$ cat config.mk
export PLATFORM = sky130hd
export DESIGN_NAME = graph_three_colour_criticality
export DESIGN_NICKNAME = d
export VERILOG_FILES = /design/src/design/g3c_pkg.sv /design/src/design/g3c_ram.sv /design/src/design/g3c_search.sv /design/src/design/graph_three_colour_criticality.sv
export SDC_FILE = /design/constraint.sdc
export NUM_CORES = 2
export LEC_CHECK = 0
export BUFFER_PORTS_ARGS = -buffer_cell sky130_fd_sc_hd__buf_2
export CORE_MARGIN = 2
export CORE_UTILIZATION = 55
export DETAILED_ROUTE_END_ITERATION = 10
export PLACE_DENSITY = 0.73
export RECOVER_POWER = 50
export SLEW_MARGIN = 30
export SYNTH_ARGS = -nofsm -noshare
export SYNTH_HDL_FRONTEND = slang
export SYNTH_SLANG_ARGS = --single-unit
$ cat constraint.sdc
create_clock -name clk_i -period 8.6 [get_ports clk_i]
set_input_delay 0 -clock clk_i [delete_from_list [all_inputs] [get_ports clk_i]]
set_output_delay 0 -clock clk_i [all_outputs]
set_load 0.05 [all_outputs]
$ cat src/design/g3c_pkg.sv
// Package for the graph three-colour criticality classifier.
// Holds the shared constants, the state and phase types and the request and status structs; no dependencies.
package g3c_pkg;

  localparam int unsigned MaxVertices     = 32;
  localparam int unsigned VertexCountW    = 6;
  localparam logic [5:0]  VertexCountRst  = 6'd14;
  localparam logic [1:0]  Uncoloured      = 2'd3;
  localparam logic [1:0]  NumColours      = 2'd3;

  // Result classes.
  localparam logic [1:0] ClassColourable = 2'd0;
  localparam logic [1:0] ClassNotCrit    = 2'd1;
  localparam logic [1:0] ClassCritEdge   = 2'd2;
  localparam logic [1:0] ClassTarget     = 2'd3;

  // Test phases of the classification.
  typedef enum logic [1:0] {
    PH_FULL,
    PH_VERTEX,
    PH_EDGE
  } phase_e;

  // Search engine states.
  typedef enum logic [3:0] {
    S_IDLE,
    S_DEG,
    S_SORT_OUTER,
    S_SORT_CMP,
    S_SRCH_FETCH,
    S_SRCH_TRY,
    S_SRCH_SCAN,
    S_DONE_OK,
    S_DONE_FAIL
  } search_e;

  // Controller states.
  typedef enum logic [2:0] {
    C_IDLE,
    C_RUN,
    C_WAIT,
    C_NEXT,
    C_EDGE_SCAN,
    C_REPORT
  } ctrl_e;

  // Request from the controller to the search engine.
  typedef struct packed {
    logic        start;
    logic [31:0] removed;
    logic        edge_valid;
    logic [4:0]  edge_a;
    logic [4:0]  edge_b;
  } search_req_t;

  // Status from the search engine.
  typedef struct packed {
    logic done;
    logic colourable;
  } search_rsp_t;

endpackage

$ cat src/design/g3c_ram.sv
// Generic single-port-write, single-read RAM with registered read data.
// No dependencies.
module g3c_ram #(
  parameter int unsigned Width = 32,
  parameter int unsigned Depth = 32
) (
  input  logic                     clk_i,
  input  logic                     we_i,
  input  logic [$clog2(Depth)-1:0] waddr_i,
  input  logic [Width-1:0]         wdata_i,
  input  logic [$clog2(Depth)-1:0] raddr_i,
  output logic [Width-1:0]         rdata_o
);

  logic [Width-1:0] mem_q [Depth];

  // Write port and registered read port.
  always_ff @(posedge clk_i) begin
    if (we_i) begin
      mem_q[waddr_i] <= wdata_i;
    end
    rdata_o <= mem_q[raddr_i];
  end

endmodule

$ cat src/design/g3c_search.sv
// Backtracking 3-colour search engine: degree pass, insertion sort, search.
// Depends on g3c_pkg; reads the adjacency rows through a shared read port.
module g3c_search #(
  parameter int unsigned MaxV = g3c_pkg::MaxVertices
) (
  input  logic                      clk_i,
  input  logic                      rst_ni,
  input  logic [$clog2(MaxV):0]     n_i,
  input  g3c_pkg::search_req_t      req_i,
  output g3c_pkg::search_rsp_t      rsp_o,
  output logic [$clog2(MaxV)-1:0]   raddr_o,
  input  logic [31:0]               rdata_i
);
  import g3c_pkg::*;

  localparam int unsigned IdxW = $clog2(MaxV);
  localparam int unsigned CntW = IdxW + 1;

  search_e state_q, state_d;

  // Degrees run up to MaxV, so they need one bit more than a vertex index.
  logic [CntW-1:0] deg_q [MaxV];
  logic [IdxW-1:0] order_q [MaxV];
  logic [1:0]      colour_q [MaxV];
  logic [1:0]      try_q [MaxV];

  logic [CntW-1:0] m_q, m_d;
  logic [CntW-1:0] i_q, i_d;
  logic [CntW-1:0] j_q, j_d;
  logic [IdxW-1:0] key_q, key_d;
  logic [CntW-1:0] pos_q, pos_d;
  logic [31:0]     nb_q, nb_d;
  logic [1:0]      c_q, c_d;
  logic [IdxW-1:0] cur_q, cur_d;
  logic [31:0]     live;
  logic [31:0]     row_live;
  logic [CntW:0]   popcnt;

  // Per-element write controls.
  logic            deg_we;
  logic            ord_we;
  logic [IdxW-1:0] ord_wa;
  logic [IdxW-1:0] ord_wd;
  logic            col_we;
  logic [IdxW-1:0] col_wa;
  logic [1:0]      col_wd;
  logic            col_clr;
  logic            try_we;
  logic [IdxW-1:0] try_wa;
  logic [1:0]      try_wd;
  logic            try_we2;
  logic [IdxW-1:0] try_wa2;
  logic            list_we;

  // Neighbour scan: lowest set bit of the remaining mask.
  logic [IdxW-1:0] low_u;
  logic            blocked;
  logic            skip_u;

  always_comb begin
    live = '0;
    for (int k = 0; k < MaxV; k++) begin
      live[k] = (CntW'(k) < n_i);
    end
  end

  assign row_live = rdata_i & live;

  always_comb begin
    popcnt = '0;
    for (int k = 0; k < 32; k++) begin
      popcnt = popcnt + (CntW+1)'(row_live[k]);
    end
  end

  always_comb begin
    low_u = '0;
    for (int k = MaxV - 1; k >= 0; k--) begin
      if (nb_q[k]) begin
        low_u = IdxW'(k);
      end
    end
  end

  always_comb begin
    skip_u = req_i.removed[low_u] ||
             (req_i.edge_valid &&
              ((low_u == req_i.edge_a && cur_q == req_i.edge_b) ||
               (low_u == req_i.edge_b && cur_q == req_i.edge_a)));
    blocked = !skip_u && (colour_q[low_u] == c_q);
  end

  // Next state and datapath control.
  always_comb begin
    state_d = state_q;
    m_d     = m_q;
    i_d     = i_q;
    j_d     = j_q;
    key_d   = key_q;
    pos_d   = pos_q;
    nb_d    = nb_q;
    c_d     = c_q;
    cur_d   = cur_q;
    raddr_o = i_q[IdxW-1:0];
    deg_we  = 1'b0;
    ord_we  = 1'b0;
    ord_wa  = '0;
    ord_wd  = '0;
    col_we  = 1'b0;
    col_wa  = '0;
    col_wd  = '0;
    col_clr = 1'b0;
    try_we  = 1'b0;
    try_wa  = '0;
    try_wd  = '0;
    try_we2 = 1'b0;
    try_wa2 = '0;
    list_we = 1'b0;
    unique case (state_q)
      S_IDLE: begin
        if (req_i.start) begin
          i_d     = '0;
          m_d     = '0;
          raddr_o = '0;
          state_d = S_DEG;
        end
      end
      // One row a cycle: store degree and build the vertex list.
      S_DEG: begin
        raddr_o = IdxW'(i_q + 1'b1);
        deg_we  = 1'b1;
        if (!req_i.removed[i_q[IdxW-1:0]]) begin
          list_we = 1'b1;
          m_d     = m_q + 1'b1;
        end
        i_d = i_q + 1'b1;
        if (i_q + 1'b1 >= n_i) begin
          i_d     = CntW'(1);
          state_d = S_SORT_OUTER;
        end
      end
      S_SORT_OUTER: begin
        if (i_q >= m_q) begin
          col_clr = 1'b1;
          pos_d   = '0;
          try_we  = 1'b1;
          try_wa  = '0;
          try_wd  = 2'd0;
          state_d = S_SRCH_FETCH;
        end else begin
          key_d   = order_q[i_q[IdxW-1:0]];
          j_d     = i_q;
          state_d = S_SORT_CMP;
        end
      end
      // One shift step of the insertion sort a cycle.
      S_SORT_CMP: begin
        if (j_q != '0 && deg_q[order_q[IdxW'(j_q - 1'b1)]] < deg_q[key_q]) begin
          ord_we = 1'b1;
          ord_wa = j_q[IdxW-1:0];
          ord_wd = order_q[IdxW'(j_q - 1'b1)];
          j_d    = j_q - 1'b1;
        end else begin
          ord_we  = 1'b1;
          ord_wa  = j_q[IdxW-1:0];
          ord_wd  = key_q;
          i_d     = i_q + 1'b1;
          state_d = S_SORT_OUTER;
        end
      end
      S_SRCH_FETCH: begin
        if (pos_q >= m_q) begin
          state_d = S_DONE_OK;
        end else begin
          cur_d   = order_q[pos_q[IdxW-1:0]];
          c_d     = try_q[pos_q[IdxW-1:0]];
          raddr_o = order_q[pos_q[IdxW-1:0]];
          state_d = S_SRCH_TRY;
        end
      end
      // Start a colour attempt, or backtrack when colours run out.
      S_SRCH_TRY: begin
        raddr_o = cur_q;
        if (c_q >= NumColours) begin
          col_we = 1'b1;
          col_wa = cur_q;
          col_wd = Uncoloured;
          try_we = 1'b1;
          try_wa = pos_q[IdxW-1:0];
          try_wd = 2'd0;
          if (pos_q == '0) begin
            state_d = S_DONE_FAIL;
          end else begin
            pos_d   = pos_q - 1'b1;
            state_d = S_SRCH_FETCH;
          end
        end else begin
          nb_d    = row_live;
          state_d = S_SRCH_SCAN;
        end
      end
      // One neighbour checked a cycle.
      S_SRCH_SCAN: begin
        raddr_o = cur_q;
        if (nb_q == '0) begin
          col_we = 1'b1;
          col_wa = cur_q;
          col_wd = c_q;
          try_we = 1'b1;
          try_wa = pos_q[IdxW-1:0];
          try_wd = c_q + 2'd1;
          if (pos_q + 1'b1 < m_q) begin
            try_we2 = 1'b1;
            try_wa2 = IdxW'(pos_q + 1'b1);
          end
          pos_d   = pos_q + 1'b1;
          state_d = S_SRCH_FETCH;
        end else if (blocked) begin
          c_d     = c_q + 2'd1;
          state_d = S_SRCH_TRY;
        end else begin
          nb_d = nb_q & (nb_q - 32'd1);
        end
      end
      S_DONE_OK, S_DONE_FAIL: begin
        state_d = S_IDLE;
      end
      default: state_d = S_IDLE;
    endcase
  end

  assign rsp_o.done       = (state_q == S_DONE_OK) || (state_q == S_DONE_FAIL);
  assign rsp_o.colourable = (state_q == S_DONE_OK);

  // Sequencer registers.
  always_ff @(posedge clk_i or negedge rst_ni) begin
    if (!rst_ni) begin
      state_q <= S_IDLE;
    end else begin
      state_q <= state_d;
    end
  end

  always_ff @(posedge clk_i) begin
    m_q   <= m_d;
    i_q   <= i_d;
    j_q   <= j_d;
    key_q <= key_d;
    pos_q <= pos_d;
    nb_q  <= nb_d;
    c_q   <= c_d;
    cur_q <= cur_d;
  end

  // Per-vertex stores; a clear resets them all, and try_q can take two writes at once.
  always_ff @(posedge clk_i or negedge rst_ni) begin
    if (!rst_ni) begin
      for (int k = 0; k < MaxV; k++) begin
        colour_q[k] <= Uncoloured;
        try_q[k]    <= 2'd0;
      end
    end else begin
      if (col_clr) begin
        for (int k = 0; k < MaxV; k++) begin
          colour_q[k] <= Uncoloured;
          try_q[k]    <= 2'd0;
        end
      end
      if (col_we) begin
        colour_q[col_wa] <= col_wd;
      end
      if (try_we) begin
        try_q[try_wa] <= try_wd;
      end
      if (try_we2) begin
        try_q[try_wa2] <= 2'd0;
      end
    end
  end

  always_ff @(posedge clk_i) begin
    if (deg_we) begin
      deg_q[i_q[IdxW-1:0]] <= popcnt[CntW-1:0];
    end
    if (list_we) begin
      order_q[m_q[IdxW-1:0]] <= i_q[IdxW-1:0];
    end
    if (ord_we) begin
      order_q[ord_wa] <= ord_wd;
    end
  end

endmodule

$ cat src/design/graph_three_colour_criticality.sv
// Top level of the graph three-colour criticality classifier.
// Depends on g3c_pkg, g3c_ram and g3c_search.
//
// Rows are taken one per cycle while busy is low; each accepted row with
// last_row_i set yields exactly one result strobe. A malformed graph answers
// in the cycle right after its last row, and busy is high for that one cycle.
// A well-formed graph keeps busy high for a data-dependent time: up to
// 1 + n + n*(n+1)/2 tests, each a degree pass over the n rows, an insertion
// sort of up to about n*n/2 steps, and a backtracking search that checks one
// neighbour per cycle in a single shared scan unit. The result strobe cannot
// be held off by the receiver.
module graph_three_colour_criticality #(
  parameter int unsigned MaxV = g3c_pkg::MaxVertices
) (
  input  logic        clk_i,
  input  logic        rst_ni,
  input  logic        start,
  output logic        busy,
  input  logic        cfg_we_i,
  input  logic [5:0]  cfg_wdata_i,
  input  logic [31:0] neighbour_mask_i,
  input  logic        last_row_i,
  output logic        done_o,
  output logic [1:0]  graph_class_o,
  output logic        malformed_o
);
  import g3c_pkg::*;

  localparam int unsigned IdxW = $clog2(MaxV);
  localparam int unsigned CntW = IdxW + 1;

  ctrl_e state_q, state_d;

  logic [5:0]      vcount_q;
  logic [5:0]      rows_q, rows_d;
  phase_e          phase_q, phase_d;
  logic [IdxW-1:0] u_q, u_d;
  logic [CntW-1:0] v_q, v_d;
  logic [31:0]     erow_q, erow_d;
  logic [1:0]      class_q, class_d;
  logic            mal_q, mal_d;
  logic [CntW-1:0] n_w;
  logic            accept;
  logic            well_formed;

  search_req_t     req;
  search_rsp_t     rsp;
  logic [IdxW-1:0] s_raddr;
  logic [IdxW-1:0] raddr;
  logic [31:0]     rdata;

  assign accept = start && !busy;
  assign n_w    = CntW'(vcount_q);
  assign well_formed = (vcount_q != '0) && (vcount_q <= 6'(MaxV)) &&
                       ((rows_q + 6'd1) == vcount_q);

  g3c_ram #(.Width(32), .Depth(MaxV)) u_adj (
    .clk_i  (clk_i),
    .we_i   (accept && rows_q < 6'(MaxV)),
    .waddr_i(rows_q[IdxW-1:0]),
    .wdata_i(neighbour_mask_i),
    .raddr_i(raddr),
    .rdata_o(rdata)
  );

  g3c_search #(.MaxV(MaxV)) u_search (
    .clk_i  (clk_i),
    .rst_ni (rst_ni),
    .n_i    (n_w),
    .req_i  (req),
    .rsp_o  (rsp),
    .raddr_o(s_raddr),
    .rdata_i(rdata)
  );

  // The edge scan reads rows itself; the search owns the port otherwise.
  assign raddr = (state_q == C_NEXT || state_q == C_EDGE_SCAN) ? u_q : s_raddr;

  // Request contents follow the test phase.
  always_comb begin
    req.start      = (state_q == C_RUN);
    req.removed    = '0;
    req.edge_valid = 1'b0;
    req.edge_a     = 5'(u_q);
    req.edge_b     = 5'(v_q[IdxW-1:0]);
    if (phase_q == PH_VERTEX) begin
      req.removed[v_q[IdxW-1:0]] = 1'b1;
    end
    if (phase_q == PH_EDGE) begin
      req.edge_valid = 1'b1;
    end
  end

  // Controller next state.
  always_comb begin
    state_d = state_q;
    rows_d  = rows_q;
    phase_d = phase_q;
    u_d     = u_q;
    v_d     = v_q;
    erow_d  = erow_q;
    class_d = class_q;
    mal_d   = mal_q;
    unique case (state_q)
      C_IDLE: begin
        if (accept) begin
          if (rows_q != 6'd63) begin
            rows_d = rows_q + 6'd1;
          end
          if (last_row_i) begin
            rows_d = '0;
            if (well_formed) begin
              phase_d = PH_FULL;
              v_d     = '0;
              state_d = C_RUN;
            end else begin
              class_d = ClassColourable;
              mal_d   = 1'b1;
              state_d = C_REPORT;
            end
          end
        end
      end
      C_RUN: begin
        state_d = C_WAIT;
      end
      C_WAIT: begin
        if (rsp.done) begin
          mal_d = 1'b0;
          unique case (phase_q)
            PH_FULL: begin
              if (rsp.colourable) begin
                class_d = ClassColourable;
                state_d = C_REPORT;
              end else begin
                phase_d = PH_VERTEX;
                v_d     = '0;
                state_d = C_RUN;
              end
            end
            PH_VERTEX: begin
              if (!rsp.colourable) begin
                class_d = ClassNotCrit;
                state_d = C_REPORT;
              end else if (v_q + 1'b1 >= n_w) begin
                phase_d = PH_EDGE;
                u_d     = '0;
                state_d = C_NEXT;
              end else begin
                v_d     = v_q + 1'b1;
                state_d = C_RUN;
              end
            end
            default: begin
              if (rsp.colourable) begin
                class_d = ClassCritEdge;
                state_d = C_REPORT;
              end else begin
                v_d     = v_q + 1'b1;
                state_d = C_EDGE_SCAN;
              end
            end
          endcase
        end
      end
      // Row of u is being read; start its scan at v = u.
      C_NEXT: begin
        v_d     = CntW'(u_q);
        state_d = C_EDGE_SCAN;
        erow_d  = '0;
      end
      // One candidate pair per cycle, until a pair with an edge starts a search.
      C_EDGE_SCAN: begin
        if (erow_q == '0 && v_q == CntW'(u_q)) begin
          erow_d = rdata;
        end
        if (v_q >= n_w) begin
          if (CntW'(u_q) + 1'b1 >= n_w) begin
            class_d = ClassTarget;
            state_d = C_REPORT;
          end else begin
            u_d     = u_q + 1'b1;
            state_d = C_NEXT;
          end
        end else if (((v_q == CntW'(u_q)) ? rdata[v_q[IdxW-1:0]]
                                          : erow_q[v_q[IdxW-1:0]])) begin
          if (v_q == CntW'(u_q)) begin
            erow_d = rdata;
          end
          state_d = C_RUN;
        end else begin
          if (v_q == CntW'(u_q)) begin
            erow_d = rdata;
          end
          v_d = v_q + 1'b1;
        end
      end
      C_REPORT: begin
        state_d = C_IDLE;
      end
      default: state_d = C_IDLE;
    endcase
  end

  // Controller outputs.
  always_comb begin
    busy          = (state_q != C_IDLE);
    done_o        = (state_q == C_REPORT);
    graph_class_o = class_q;
    malformed_o   = mal_q;
  end

  // Control registers.
  always_ff @(posedge clk_i or negedge rst_ni) begin
    if (!rst_ni) begin
      state_q  <= C_IDLE;
      rows_q   <= '0;
      vcount_q <= VertexCountRst;
      phase_q  <= PH_FULL;
    end else begin
      state_q <= state_d;
      rows_q  <= rows_d;
      phase_q <= phase_d;
      if (cfg_we_i) begin
        vcount_q <= cfg_wdata_i;
      end
    end
  end

  always_ff @(posedge clk_i) begin
    u_q     <= u_d;
    v_q     <= v_d;
    erow_q  <= erow_d;
    class_q <= class_d;
    mal_q   <= mal_d;
  end

endmodule
==> reports/qor.yml <==
outcome:
  status: "finished, violations left"
  violations: "capacitance limit, slew limit"
timing:
  fin_setup_tns_ns: 0
  period_needed_ns: 7.71
  tightestPinTransition_ns: 4.49
  hold_slack_ns: 0.0882
  final_max_slew_viol_count: 816
  hold_viol_final: 0
  fmax_mhz: 130
  rsz0062_at_grt: "no"
  relSlewSlack_pct: -199
  clock_skew_ns: 0.0304
  timing.final.ws_setup_ns: 0.894
  period_share_pct: 89.6
  final-setup-viol-count: 0
global_route:
  gr-usage-met3_pct: 4.77
  grtUsageMet2_pct: 45.0
  antenna_found_initial: 11
  busiest_layer: "met2"
  first_global_vias: 46500
  grt_usage_pct: 27.9
  grt_pass1_wl_um: 297000
  grt_max_degree: 133
  grt_util_met1_pct: 37.9
  overflow: 0
critical_path:
  crit_fanout: 32
  cp.required_ns: 8.99
  cp_top_family: "multiplexers"
  critPathMostFrequentCell: "buf_4"
  cp.arrival_ns: 8.10
  path_buf_inv: 4
  path_class: "flip-flop to flip-flop"
  crit_path_end_kind: "flip-flop"
  slowest_delay_ns: 0.60
  cp_slowest_cell: "a21oi_1"
  path_cells: "buf_4 -> buf_4 -> mux4_2 -> mux4_2 -> mux2i_4 -> buf_4 -> buf_4 -> mux2i_1 -> nand2_1 -> o21ai_0 -> o211ai_1 -> nand3_1 -> nand2_1 -> ha_1 -> a221oi_1 -> nand3_1 -> a311oi_1 -> nand4_1 -> and2_0 -> a21oi_1 -> o21ai_4"
  start_kind: "flip-flop"
routing:
  num_vias: 48200
  ant_nets: 0
  dr.pass1.iters: 6
  routedWlPerCell_um: 27.4
  vias_per_cell: 6.58
  drc: 0
  dr.first_iter.drc_count: 5783
  finalWirelength_um: 201000
cts:
  clockRootBuffer: "clkbuf_16"
  cts.clk_slew.worst_paths_ns: 0.06
  h-tree-depth: 4
  cts_tree: "built"
  cts_buffers: 165
  cts.path.max_buffers: 3
  clock_latency_ns: 0.79
  cts_sinks: 1676
finish:
  drive_gt1_share_pct: 16.5
  nNetsFinal: 5443
  finalNonFillerCells: 7315
  syn2layout_area_growth_pct: 11.0
  layout_common_cells: "edfxtp_1 (1490), nand2_1 (423), mux2i_1 (351)"
  final_common_cell: "edfxtp_1"
  fillCellCount: 10100
floorplanning:
  initial_core_util_pct: 55.3
  core_area_sq_um: 139000
  die_w_um: 378
  dieHeight_um: 378
  placementRows: 137
  io_pins: 48
  die_area_sq_um: 143000
placement:
  dp_hpwl_um: 122000
  dpl_worst_slack_ns: 1.10
  gp_congestion: 0.977
  dp_cells: 6956
  io_buffers: 47
synth:
  postSynth.asyncResetShare_pct: 8.89
  synthDistinctLibCells: 91
  synth_cells: 5247
  ys.flop_type: "edfxtp_1"
  ys_ff_latch: 1676
  yosysWarnings: 0
  syn_avg_cell_area_sq_um: 14.7
  synth_edf_count: 1490
  syn_area_sq_um: 77000
  synth_nets: 5388
  yosysSeqAreaShare_pct: 64.1
run:
  maxCapViolations: 22
min_path:
  hp-class: "input pin to flip-flop"
worst min-delay path: stages:
cell	delay (ns)
buf_2	0.17
o21ai_0	0.10
dlygate4sd3_1	0.56
path summary, 6_finish.rpt:
kind / slack, ns / startpoint / to / cells after the start
min: 0.09 / cfg_we_i / n_w[3] / 3
max reg2reg: 0.89 / u_search.j_q[0] / u_search.order_q[21][1] / 21
max: 0.89 / u_search.j_q[0] / u_search.order_q[21][1] / 21
min in group asynchronous: 0.88 / rst_ni / n_w[3] / 3
max in group asynchronous: 3.36 / rst_ni / u_search.try_q[55] / 4
min reg2reg: 0.53 / u_search.try_q[16] / u_search.try_q[16] / 2
stage by stage:
stage | area [sq um] | util, %
6_report | 85400 | 61.4
3_3_place_gp | 79500 | 57.1
3_5_place_dp | 79600 | 57.2
4_1_cts | 85600 | 61.5
2_1_floorplan | 77000 | -
5_1_grt | 85400 | 61.4
metal layers:
| metal | routed length, um | share of wire, % | up-vias |
|---|---|---|---|
| met5 | 63 | 0.031 | - |
| met3 | 18000 | 9.0 | 457 |
| met1 | 77800 | 39 | 24400 |
| met2 | 96700 | 48 | 2588 |
| met4 | 8160 | 4.1 | 10 |
| li1 | - | - | 20700 |
synth_stat cells (22+ instances only):
| cell type | count | area, sq um |
|---|---|---|
| buf_1 | 36 | 135 |
| buf_2 | 65 | 325 |
| nor3_1 | 140 | 701 |
| o21ai_0 | 117 | 586 |
| and3_1 | 22 | 138 |
| o21ba_1 | 31 | 310 |
| nand3_1 | 86 | 430 |
| mux2i_1 | 352 | 3520 |
| a31oi_1 | 62 | 388 |
| o22ai_1 | 79 | 494 |
| clkbuf_1 | 194 | 728 |
| nor4_1 | 27 | 169 |
| o211ai_1 | 58 | 435 |
| ha_1 | 74 | 926 |
| nand2b_1 | 29 | 181 |
| xor2_1 | 29 | 254 |
| a211oi_1 | 72 | 541 |
| edfxtp_1 | 1490 | 44700 |
| a211o_1 | 34 | 298 |
| inv_1 | 87 | 327 |
| and2_1 | 80 | 500 |
| buf_4 | 28 | 210 |
| a21o_1 | 22 | 165 |
| o221ai_1 | 35 | 307 |
| mux4_2 | 300 | 6760 |
| a22o_1 | 34 | 298 |
| nor2_1 | 361 | 1360 |
| dfrtp_1 | 82 | 2050 |
| a21oi_1 | 212 | 1060 |
| dfxtp_1 | 37 | 741 |
| dfstp_2 | 67 | 1760 |
| fa_1 | 24 | 480 |
| xnor2_1 | 38 | 333 |
| mux2_2 | 93 | 1050 |
| nor2b_1 | 27 | 169 |
| nand2_1 | 423 | 1590 |
| a311oi_1 | 68 | 596 |
cell type report:
cell class,instances,area (sq um),area share (%)
tap,1876,2350,2.75
clock buffer,215,4570,5.35
antenna,3,7.51,0.00879
sequential,1676,49300,57.7
multi-input combinational,3147,26300,30.8
inverter,90,338,0.396
clock inverter,86,842,0.986
timing repair buffer,222,1720,2.02
logic make-up after synthesis:
group	after synthesis	synth area share, %
flip-flops	1676	64.1
AO/OA/AOI/OAI	953	8.55
adder cells (fa/ha/maj)	98	1.83
buffers and inverters	424	2.42
XOR/XNOR	67	0.762
AND/OR/NAND/NOR	1275	7.54
multiplexers	754	14.8
state kept, by name (all words and copies together), names as in the netlist, 6 cells and up, named ones only:
signal	count
u_search.nb_q	32
u_search.try_q	64
erow_q	32
n_w	6
u_search.i_q	6
rows_q	6
u_adj.mem_q	1024
v_q	6
u_search.colour_q	64
u_adj.rdata_o	32
u_search.order_q	160
u_search.m_q	6
u_search.pos_q	6
u_search.j_q	6
u_search.deg_q	192
timing repair:
| item | in CTS | in global routing |
|---|---|---|
| gates resized for setup | 0 | 0 |
| hold buffers | 55 | 0 |
| hold endpoints to repair | 1115 | 0 |
| setup buffers | 0 | 0 |
Power is not shown: default switching activity piles up to over one toggle a cycle in this logic, so the estimate is an artifact.
